File: src/rtl/mfrag_pkg.sv
package mfrag_pkg;

	// flag bits of the header byte
	localparam logic [7:0] FLAG_NONE  = 8'h00;
	localparam logic [7:0] FLAG_START = 8'h01;
	localparam logic [7:0] FLAG_END   = 8'h02;

	// fragment size limits, header included
	localparam logic [7:0] PAYLOAD_MAX = 8'd244;
	localparam logic [7:0] PAYLOAD_MIN = 8'd5;

	// header lengths
	localparam logic [7:0] START_HDR = 8'd4;
	localparam logic [7:0] LATER_HDR = 8'd1;

	// result buffer depth: four header bytes and one data byte
	localparam int OBUF_DEPTH = 5;
	localparam int OBUF_CNT_W = $clog2(OBUF_DEPTH + 1);

	// configuration address map
	localparam int ADDR_W = 3;
	localparam logic [ADDR_W-1:0] REG_FRAGMENT_PAYLOAD = 3'd0;

endpackage

File: src/rtl/message_fragmenter_core.sv
// Message fragmenter: takes one message byte per input beat (tdata carries the
// byte and the total message length) and emits the fragment byte stream. The
// first byte of a message is preceded by a four-byte header (flags, wrapping
// message counter, length low, length high); each later fragment opens with a
// single flag byte. Each input beat gives one to five output beats, and tlast
// marks the last output beat of each input beat. A beat whose length is zero
// at message start is dropped. Timing: an input beat is registered, then
// handed to a five-byte output shift buffer that drains one beat per cycle
// while m_tready is high, so an item costs one beat mid-fragment, two at a
// later fragment start and five at a message start; the output buffer's drain
// sets the rate. A new input beat is taken while the previous one still
// drains. The fragment size register (address 0, reset 244) is clamped to
// 5..244 and applies from the next byte.
module message_fragmenter_core
	import mfrag_pkg::*;
(
	input  logic              clk,
	input  logic              arst_n,
	// configuration port
	input  logic              psel,
	input  logic              penable,
	input  logic              pwrite,
	input  logic [ADDR_W-1:0] paddr,
	input  logic [31:0]       pwdata,
	output logic [31:0]       prdata,
	output logic              pready,
	// input stream
	input  logic              s_tvalid,
	output logic              s_tready,
	input  logic [23:0]       s_tdata,  // data_byte [7:0], msg_length [23:8]
	// output stream
	output logic              m_tvalid,
	input  logic              m_tready,
	output logic [7:0]        m_tdata,  // out_byte [7:0]
	output logic [1:0]        m_tuser,  // fragment_end [0], message_end [1]
	output logic              m_tlast   // run_last
);

	// configuration register
	logic [7:0] payload_q;

	// input stage
	logic        in_valid_s1;
	logic [7:0]  in_byte_s1;
	logic [15:0] in_len_s1;

	// message state
	logic [7:0]  msg_cnt_q;
	logic [15:0] bytes_sent_q;   // zero means no message open
	logic [15:0] len_q;
	logic [7:0]  fill_q;         // zero means no fragment open

	// output shift buffer, head at index 0
	logic [7:0]            obuf_q [OBUF_DEPTH];
	logic [OBUF_CNT_W-1:0] left_q;
	logic                  fe_q;
	logic                  me_q;

	// datapath
	logic [7:0]  p;
	logic        msg_start;
	logic        drop;
	logic        move;
	logic        load;
	logic        take;
	logic [15:0] eff_len;
	logic [15:0] bs_next;
	logic [7:0]  fill_base;
	logic [7:0]  fill_next;
	logic        me;
	logic        fe;
	logic        start_fits;
	logic        later_fits;
	logic        later_hdr;
	logic [16:0] later_sum;
	logic [7:0]  start_room;

	// apb: writes land on the access cycle, pready tied high
	assign pready = 1'b1;
	assign prdata = {24'd0, payload_q};

	always_ff @(posedge clk or negedge arst_n) begin
		if (!arst_n) begin
			payload_q <= PAYLOAD_MAX;
		end else if (psel && penable && pwrite &&
				(paddr[ADDR_W-1:2] == REG_FRAGMENT_PAYLOAD[ADDR_W-1:2])) begin
			payload_q <= pwdata[7:0];
		end
	end

	// clamp the fragment size
	always_comb begin
		p = payload_q;
		if (p < PAYLOAD_MIN) begin
			p = PAYLOAD_MIN;
		end
		if (p > PAYLOAD_MAX) begin
			p = PAYLOAD_MAX;
		end
	end

	// handoff: input stage moves into the output buffer once it is empty
	// or its final beat leaves this cycle
	assign take     = m_tvalid && m_tready;
	assign move     = in_valid_s1 && ((left_q == '0) || ((left_q == OBUF_CNT_W'(1)) && m_tready));
	assign s_tready = !in_valid_s1 || move;

	assign msg_start = (bytes_sent_q == 16'd0);
	assign drop      = msg_start && (in_len_s1 == 16'd0);
	assign load      = move && !drop;

	// per-byte decisions
	assign eff_len    = msg_start ? in_len_s1 : len_q;
	assign bs_next    = msg_start ? 16'd1 : bytes_sent_q + 16'd1;
	assign later_hdr  = !msg_start && (fill_q == 8'd0);
	assign fill_base  = msg_start ? START_HDR : (later_hdr ? LATER_HDR : fill_q);
	assign fill_next  = fill_base + 8'd1;
	assign me         = (bs_next >= eff_len);
	assign fe         = me || (fill_next >= p);
	assign start_room = p - START_HDR;
	assign start_fits = ({8'd0, start_room} >= in_len_s1);
	assign later_sum  = {1'b0, bytes_sent_q} + {9'd0, p - LATER_HDR};
	assign later_fits = (later_sum >= {1'b0, len_q});

	always_ff @(posedge clk or negedge arst_n) begin
		if (!arst_n) begin
			in_valid_s1 <= 1'b0;
		end else if (s_tready) begin
			in_valid_s1 <= s_tvalid;
		end
	end

	always_ff @(posedge clk) begin
		if (s_tvalid && s_tready) begin
			in_byte_s1 <= s_tdata[7:0];
			in_len_s1  <= s_tdata[23:8];
		end
	end

	// message state advances when a byte is handed to the output buffer
	always_ff @(posedge clk or negedge arst_n) begin
		if (!arst_n) begin
			msg_cnt_q    <= 8'd0;
			bytes_sent_q <= 16'd0;
			len_q        <= 16'd0;
			fill_q       <= 8'd0;
		end else if (load) begin
			if (msg_start) begin
				len_q     <= in_len_s1;
				msg_cnt_q <= msg_cnt_q + 8'd1;
			end
			bytes_sent_q <= me ? 16'd0 : bs_next;
			fill_q       <= fe ? 8'd0 : fill_next;
		end
	end

	// output buffer: load a whole run, then shift one beat out per take
	always_ff @(posedge clk or negedge arst_n) begin
		if (!arst_n) begin
			left_q <= '0;
		end else if (load) begin
			if (msg_start) begin
				left_q <= OBUF_CNT_W'(5);
			end else if (later_hdr) begin
				left_q <= OBUF_CNT_W'(2);
			end else begin
				left_q <= OBUF_CNT_W'(1);
			end
		end else if (take) begin
			left_q <= left_q - OBUF_CNT_W'(1);
		end
	end

	always_ff @(posedge clk) begin
		if (load) begin
			fe_q <= fe;
			me_q <= me;
			if (msg_start) begin
				obuf_q[0] <= start_fits ? (FLAG_START | FLAG_END) : FLAG_START;
				obuf_q[1] <= msg_cnt_q;
				obuf_q[2] <= in_len_s1[7:0];
				obuf_q[3] <= in_len_s1[15:8];
				obuf_q[4] <= in_byte_s1;
			end else if (later_hdr) begin
				obuf_q[0] <= later_fits ? FLAG_END : FLAG_NONE;
				obuf_q[1] <= in_byte_s1;
				for (int i = 2; i < OBUF_DEPTH; i++) begin
					obuf_q[i] <= 8'd0;
				end
			end else begin
				obuf_q[0] <= in_byte_s1;
				for (int i = 1; i < OBUF_DEPTH; i++) begin
					obuf_q[i] <= 8'd0;
				end
			end
		end else if (take) begin
			for (int i = 0; i < OBUF_DEPTH - 1; i++) begin
				obuf_q[i] <= obuf_q[i+1];
			end
			obuf_q[OBUF_DEPTH-1] <= 8'd0;
		end
	end

	// header beats carry no end marks; the data beat closes the run
	assign m_tvalid = (left_q != '0);
	assign m_tdata  = obuf_q[0];
	assign m_tlast  = (left_q == OBUF_CNT_W'(1));
	assign m_tuser  = m_tlast ? {me_q, fe_q} : 2'b00;

endmodule

File: config.mk
export PLATFORM = sky130hd
export DESIGN_NAME = message_fragmenter_core
export DESIGN_NICKNAME = d
export VERILOG_FILES = /design/src/rtl/mfrag_pkg.sv /design/src/rtl/message_fragmenter_core.sv
export SDC_FILE = /design/constraint.sdc
export NUM_CORES = 1
export LEC_CHECK = 0
export BUFFER_PORTS_ARGS = -buffer_cell sky130_fd_sc_hd__buf_2
export CAP_MARGIN = 20
export CORE_ASPECT_RATIO = 0.8
export CORE_UTILIZATION = 55
export DETAILED_ROUTE_END_ITERATION = 16
export MAX_ROUTING_LAYER = met4
export PLACE_DENSITY = 0.83
export SLEW_MARGIN = 20
export SYNTH_ARGS = -nofsm -noshare
export SYNTH_HDL_FRONTEND = slang
export SYNTH_SLANG_ARGS = --single-unit
export TNS_END_PERCENT = 10
File: constraint.sdc
create_clock -name clk -period 9.55 [get_ports clk]
set_input_delay 0.4775 -clock clk [delete_from_list [all_inputs] [get_ports clk]]
set_output_delay 0.4775 -clock clk [all_outputs]
set_load 0.01 [all_outputs]
==> metrics, run 1 <==
status=completed; Max Cap Viol=0; die height=109 um; Crit-path slowest cell=nor2b_1; CTS root buf=clkbuf_16; Sw Share=39.6%; DR WL/cell=17.2 um; P&R area growth vs syn=11.3%; worst slew pin tran=1.04 ns; NetSw=1.09 mW; initial core utilization=57.0%; Mapped Area=7830 um2; Avg Synthesized Cell Area=9.72 um2; register area=3490 um2; clock network latency to the later pin of the worst-skew pair=0.42 ns; TritonCTS Buffers=17; crit path DAT=5.53 ns; DRT Pass-1 Iters=5; Post-CTS Setup Repair Bufs=0; nets=978; DRC viols=0; Final Non-Filler Cells=1038; combinational power share=41.1%; Port Buffer Count=60; Worst-path clk slew=0.06 ns; diode count=0; CP Class=reg -> reg; vias in the first global route=5711; Final Hold Vio Count=0; Setup crit end kind=register; number of flops mapped to enable cells by yosys=66; CTS max path bufs=2; critical-path cell list=or2_2, a21oi_1, mux2_2, nor2b_1, ha_1, nand2_1, xnor2_1, ha_1, o311a_1, a31oi_1, nor2_1, xor2_1, ha_1, a211oi_1, nor2_1, nor3_1, o22a_1, nand4_1, a22o_1; CP Max Fanout=6; Synth Instances=806; peak supply drop=200 uV; Cells after DPL=1006; HP Class=in -> async; Period minus WS final=5.36 ns; initial antenna violation count=0; TritonCTS clock tree=built; count of final max-slew check failures=0; Most Frequent Cell on Critical Path=ha_1; final setup TNS=0 ns; Setup Skew=0.00787 ns; Core Rows=38; number of fill cells=1049; H-tree depth=4; Hold Slack=0.222 ns; Pwr Density=314 nW/um2; Unique masters post-synth=60; Buf/Inv on CP=0; Slew HR=30.4%; hpwl dp=12300 um; internal power=1.66 mW; worst stage delay on the critical path=0.53 ns; Startpoint Class=register; Chip Width=135 um; multi-input combinational cell area=3870 um2; routed wire length=17800 um; Iter 0 DRT Violations=598; post-synthesis sequential area ratio=44.5%; ANT nets after route=0; layout cells sized above 1=14.5%; total global-route track usage=26.5%; power share of the sequential group=33.9%; Resized cells post-CTS=0; total number of vias=6080; Pleak=3.85 nW; Crit path max-delay family=compound AO/OA/AOI/OAI gates; maximum clock rate=187 MHz; YS warnings=0; fin crit share=56.1%; #FFs+latches synth=126; clock sink total=126; CORE AREA=13700 um2; ys flop type=edfxtp_1; Die Area=14700 um2; RSZ-0062 raised after global routing=false; clock share of power=24.9%; grt total ovfl=0; first-pass GRT wire length=28600 um; largest net degree at the start of global routing=61; GP Congestion=0.854; Setup violations, final=0; vias per std cell=5.86; worst path required time=9.73 ns; Synth async-reset ratio=47.6%; num ports=112; CTS Hold Bufs=0
## synthesized netlist by cell type (2+ instances only)
library cell	count	area [um2]
mux2_2	11	124
and3_1	12	75.1
dfrtp_1	55	1380
o21ai_0	42	210
or4_1	2	15.0
and2_1	5	31.3
o21ai_1	3	15.0
nor4_1	5	31.3
a22o_1	16	140
xor2_1	17	149
mux2i_1	8	80.1
o21a_1	5	37.5
dfstp_2	5	131
and4_1	5	43.8
buf_4	34	255
xnor2_1	29	254
o31ai_1	10	75.1
o211ai_1	4	30.0
o41ai_1	6	52.6
nand2b_1	8	50.1
a21o_1	6	45.0
conb_1	2	7.51
a31oi_1	11	68.8
nand3_1	32	160
nor3_1	16	80.1
nand4_1	13	81.3
clkbuf_1	22	82.6
or3_1	3	18.8
nor2_1	59	221
nand2_1	107	402
a2111oi_0	4	35.0
nor2b_1	4	25.0
a211oi_1	4	30.0
ha_1	66	826
buf_2	14	70.1
nor3b_1	2	15.0
or2_2	4	25.0
inv_1	42	158
a21oi_1	27	135
edfxtp_1	66	1980
## placed cells by master, fill, tap and decap left out, types with 4 or more instances in the layout
cell	n
nand2_1	106
ha_1	66
edfxtp_1	66
buf_2	60
nor2_1	59
dfrtp_1	55
inv_1	42
o21ai_0	42
nand3_1	32
xnor2_1	29
a21oi_1	27
conb_1	25
xor2_1	17
clkbuf_16	17
nor3_1	16
a22o_1	16
nand4_1	13
and3_1	12
a31oi_1	11
mux2_2	11
o31ai_1	10
mux2i_1	8
nand2b_1	8
buf_4	7
a21o_1	6
o41ai_1	6
nor4_1	5
and4_1	5
o21a_1	5
dfstp_2	5
o211ai_1	4
or2_2	4
nor2b_1	4
and2_1	4
a2111oi_0	4
a211oi_1	4
bufinv_16	4
## final cells by class
class                      instances  share of cell area (%)
inverter                          43                    1.85
multi-input combinational        590                    44.4
timing repair buffer              67                    4.05
clock inverter                    14                    2.18
tap                              180                    2.58
sequential                       126                    40.0
clock buffer                      18                    4.92
## per-stage QoR
stage / utilization, % / setup slack (ns) / instance area [um2] / total power, mW
floorplan: - / 5.14 / 7920 / 1.73
global placement: 59.0 / 4.48 / 8100 / 1.98
detailed placement: 59.0 / 4.39 / 8100 / 2.03
CTS: 63.5 / 4.33 / 8720 / 2.74
global route: 63.5 / 3.83 / 8720 / 2.92
finish: 63.5 / 4.19 / 8720 / 2.74
## per-layer routing
metal / share of wire, % / track usage, % / vias to the layer above
met1: 45 / 34.6 / 2895
met2: 45 / 40.8 / 244
met3: 7.3 / 6.60 / 41
li1: - / - / 2900
met5: 0 / - / -
met4: 2.1 / 8.11 / 0
## kinds of logic (layout without fill, tap and decap cells)
logic type                 count (synthesis)  after routing  synth area share, %
and+or+nand+nor                          281            281                 16.8
AOI/OAI and AO/OA                        152            152                 12.7
DFF                                      126            126                 44.5
buffers and inverters                    113            142                 7.27
adders and majority gates                 67             67                 10.8
xor gates and xnor gates                  46             46                 5.14
muxes                                     19             19                 2.60
other                                      2             25               0.0959
## registers in the layout, summed over array words and instances (netlist names)
| signal | cells |
|---|---|
| obuf_q | 40 |
| bytes_sent_q | 16 |
| in_len_s1 | 16 |
| len_q | 16 |
| fill_q | 8 |
| in_byte_s1 | 8 |
| msg_cnt_q | 8 |
| payload_q | 8 |
| left_q | 3 |
| fe_q | 1 |
| in_valid_s1 | 1 |
| me_q | 1 |
## power by group through the flow
stage | clock network (mW) | logic [mW] | registers, mW
after floorplan | 0 | 0.840 | 0.893
after global placement | 0 | 1.05 | 0.930
after detailed placement | 0 | 1.09 | 0.935
after CTS | 0.692 | 1.12 | 0.927
after global routing | 0.715 | 1.26 | 0.947
final | 0.684 | 1.13 | 0.930
## final timing paths
path	startpoint	endpoint	slack, ns	cells past startpoint
worst max-delay path	payload_q[0]	obuf_q[0][1]	4.19	19
worst min-delay path	arst_n	bytes_sent_q[8]	0.22	2
worst max register to register	payload_q[0]	obuf_q[0][1]	4.19	19
worst min register to register	msg_cnt_q[7]	msg_cnt_q[7]	0.48	1
max in group asynchronous	arst_n	payload_q[3]	8.75	2
min in group clk	s_tdata[5]	in_byte_s1[5]	0.23	1
No activity file was read; power rests on OpenSTA's default activity.
==> run 2, diff against run 1 <==
--- a/config.mk
+++ b/config.mk
@@ -5,13 +5,14 @@
 export SDC_FILE = /design/constraint.sdc
 export NUM_CORES = 1
 export LEC_CHECK = 0
+export ABC_AREA = 1
 export BUFFER_PORTS_ARGS = -buffer_cell sky130_fd_sc_hd__buf_2
 export CAP_MARGIN = 20
 export CORE_ASPECT_RATIO = 0.8
-export CORE_UTILIZATION = 55
+export CORE_UTILIZATION = 53
 export DETAILED_ROUTE_END_ITERATION = 16
 export MAX_ROUTING_LAYER = met4
-export PLACE_DENSITY = 0.83
+export PLACE_DENSITY = 0.84
 export SLEW_MARGIN = 20
 export SYNTH_ARGS = -nofsm -noshare
 export SYNTH_HDL_FRONTEND = slang
==> constraint.sdc (replaced) <==
create_clock -name clk -period 4.65 [get_ports clk]
set_input_delay 0.2325 -clock clk [delete_from_list [all_inputs] [get_ports clk]]
set_output_delay 0.2325 -clock clk [all_outputs]
set_load 0.01 [all_outputs]
==> metrics, run 2 <==
Final WS setup=0.138 ns (-4.06 ns); DR WL/cell=16.5 um (-3.6%); grt total ovfl=0 (unchanged); Final Hold Vio Count=9 (+9); vias in the first global route=6312 (+11%); Mapped Area=7800 um2 (-0.43%); CTS max path bufs=2 (unchanged); most common cell after layout, fill and taps aside=nand2_1; max reg flops=40 (unchanged); ys flop type=edfxtp_1; worst path required time=4.94 ns (-4.79 ns); CORE AREA=14300 um2 (+4.4%); diode count=0 (unchanged); Setup Skew=0.0101 ns (+0.00225 ns); crit path launch=payload_q[6]; most frequent cells in the layout=nand2_1, inv_1, o21ai_0; final setup TNS=0 ns (unchanged); Yosys top cell area share=25.4% (+0.11 points); largest net degree at the start of global routing=61 (unchanged); peak supply drop=514 uV (+160%); routed wire length=20000 um (+12%); H-tree depth=4 (unchanged); status=complete, but fails checks; worst stage delay on the critical path=0.56 ns (+0.03 ns); DRT Pass-1 Iters=6 (+1); nets=1143 (+17%); Pleak=4.49 nW (+17%); Crit-path slowest cell=dfstp_2; Setup crit end kind=register; Iter 0 DRT Violations=872 (+46%); Startpoint Class=register; vias per std cell=5.56 (-5.0%); TritonCTS clock tree=built; fin crit share=97.0% (+41 points); clock sink total=126 (unchanged); violated checks=negative hold slack; Period minus WS final=4.51 ns (-0.845 ns); YS warnings=0 (unchanged); Pwr Density=831 nW/um2 (+160%); dpl ws=-0.0905 ns (-4.48 ns); worst slew pin tran=1.04 ns (-0.00608 ns); most frequent cell after synthesis=nand2_1; post-synthesis sequential area ratio=44.7% (+0.19 points); CTS root buf=clkbuf_16; clock network latency to the later pin of the worst-skew pair=0.42 ns (about the same); initial antenna violation count=0 (unchanged); Setup violations, final=0 (unchanged); Worst Reg-to-Reg Cells=31 (+12); count of final max-slew check failures=0 (unchanged); total number of vias=6713 (+10%); die height=111 um (+1.6%); Chip Width=138 um (+1.6%); layout cells sized above 1=14.2% (-0.28 points); num ports=112 (unchanged); Avg Synthesized Cell Area=8.52 um2 (-12%); maximum clock rate=222 MHz (+19%); P&R area growth vs syn=17.3%; total global-route track usage=28.1% (+1.5 points); initial core utilization=54.4% (-2.6 points); #FFs+latches synth=126 (unchanged); DRC viols=0 (unchanged); first-pass GRT wire length=31400 um (+9.9%); post-synth top area cell=edfxtp_1; crit path to=obuf_q[0][1]; CP Class=reg -> reg; TritonCTS Buffers=17 (unchanged); top cells by area, synth=edfxtp_1, dfrtp_1, ha_1; number of flops mapped to enable cells by yosys=66 (unchanged); Core Rows=39 (+2.6%); Most Frequent Cell on Critical Path=nand2_1; Unique masters post-synth=35 (-42%); crit path DAT=4.80 ns (-0.73 ns); top cells by instance count after synthesis=nand2_1, inv_1, o21ai_0, edfxtp_1, ha_1; reg2reg start=payload_q[6]; GP Congestion=0.937 (+9.7%); R2R setup slack=0.14 ns (-4.06 ns); Slew HR=30.9% (+0.50 points); largest register by flop count=obuf_q; ANT nets after route=0 (unchanged); CP Max Fanout=4 (-2); Worst-path clk slew=0.06 ns (about the same); FF-to-FF End=obuf_q[0][1]; Hold Slack=-0.00641 ns (-0.229 ns); Max Cap Viol=0 (unchanged); hpwl dp=13500 um (+9.8%); HP Class=in -> async; Synth async-reset ratio=47.6% (unchanged); Synth Instances=916 (+14%); Die Area=15200 um2 (+3.3%); Port Buffer Count=60 (unchanged)
## run 2: through the flow
stage | utilization, % | area (um2) | cells | power (mW) | hold WS (ns)
global placement | 57.3 | 8220 | 1148 | 5.75 | 0.409
detailed placement | 57.3 | 8220 | 1148 | 5.92 | 0.411
CTS | 63.0 | 9030 | 1202 | 7.40 | 0.0000847
floorplan | - | 7890 | 939 | 4.85 | -0.0631
global route | 63.8 | 9150 | 1207 | 8.17 | 0.00157
finish | 63.8 | 9150 | 1207 | 7.60 | -0.00641
## run 2: timing repair
action / 4_1_cts / 5_1_grt
gates resized for setup: 3 / 24
endpoints found under the hold margin: 22 / 1
endpoints found under the setup margin: 1 / 1
pin swaps: 0 / 7
hold buffers: 22 / 1
buffers inserted: 0 / 4
## run 2: kinds of logic (layout without fill, tap and decap cells)
kind of cell / after synthesis / in the layout / synth area share, %
AO/OA/AOI/OAI: 157 / 157 / 10.9
AND/OR/NAND/NOR: 337 / 337 / 17.8
multiplexers: 3 / 3 / 0.433
XOR/XNOR: 42 / 42 / 4.72
adder cells (fa/ha/maj): 67 / 67 / 10.8
buffers and inverters: 182 / 266 / 10.5
other: 2 / 25 / 0.0963
flip-flops: 126 / 126 / 44.7
## run 2: layout make-up
type,count,area [um2]
fillers,1088,5200
multi-input cells,631,3660
flip-flops and latches,126,3490
repair buffers,104,688
inverters,130,488
clock buffers,21,450
well taps,184,230
clock inverters,11,139
## run 2: critical path, delay by kind of cell, from the launching register on
family	cells	cell delay, ns
buffers and inverters	4	0.36
and+or+nand+nor	16	1.52
AOI/OAI and AO/OA	6	0.79
adders and majority gates	3	0.78
DFF	1	0.56
xor gates and xnor gates	2	0.36
## run 2: power breakdown
part	switching [mW]	leakage [nW]	internal, mW
Sequential	0.270	1.42	1.75
Clock	0.501	0.289	0.854
Combinational	2.79	2.78	1.44
## run 2: worst min-delay path by stage
| stage | slack [ns] | depth (start not counted) | start | endpoint |
|---|---|---|---|---|
| 4_1_cts | 0.00008 | 1 | s_tdata[20] | in_len_s1[12] |
| 3_5_place_dp | 0.41 | 1 | s_tdata[8] | in_len_s1[0] |
| 2_1_floorplan | -0.06 | 0 | arst_n | bytes_sent_q[0] |
| 3_3_place_gp | 0.41 | 1 | s_tdata[4] | in_byte_s1[4] |
| 5_1_grt | 0.002 | 1 | s_tdata[20] | in_len_s1[12] |
| 6_report | -0.006 | 2 | arst_n | bytes_sent_q[14] |
## run 2: metal layers
layer	wire length [um]	global-route usage, %	vias to the layer above	part of all wire (%)
met2	8900	40.9	359	45
met3	1930	6.89	56	9.7
li1	-	-	3166	-
met1	8640	37.8	3132	43
met4	503	9.96	0	2.5
met5	0	-	-	0
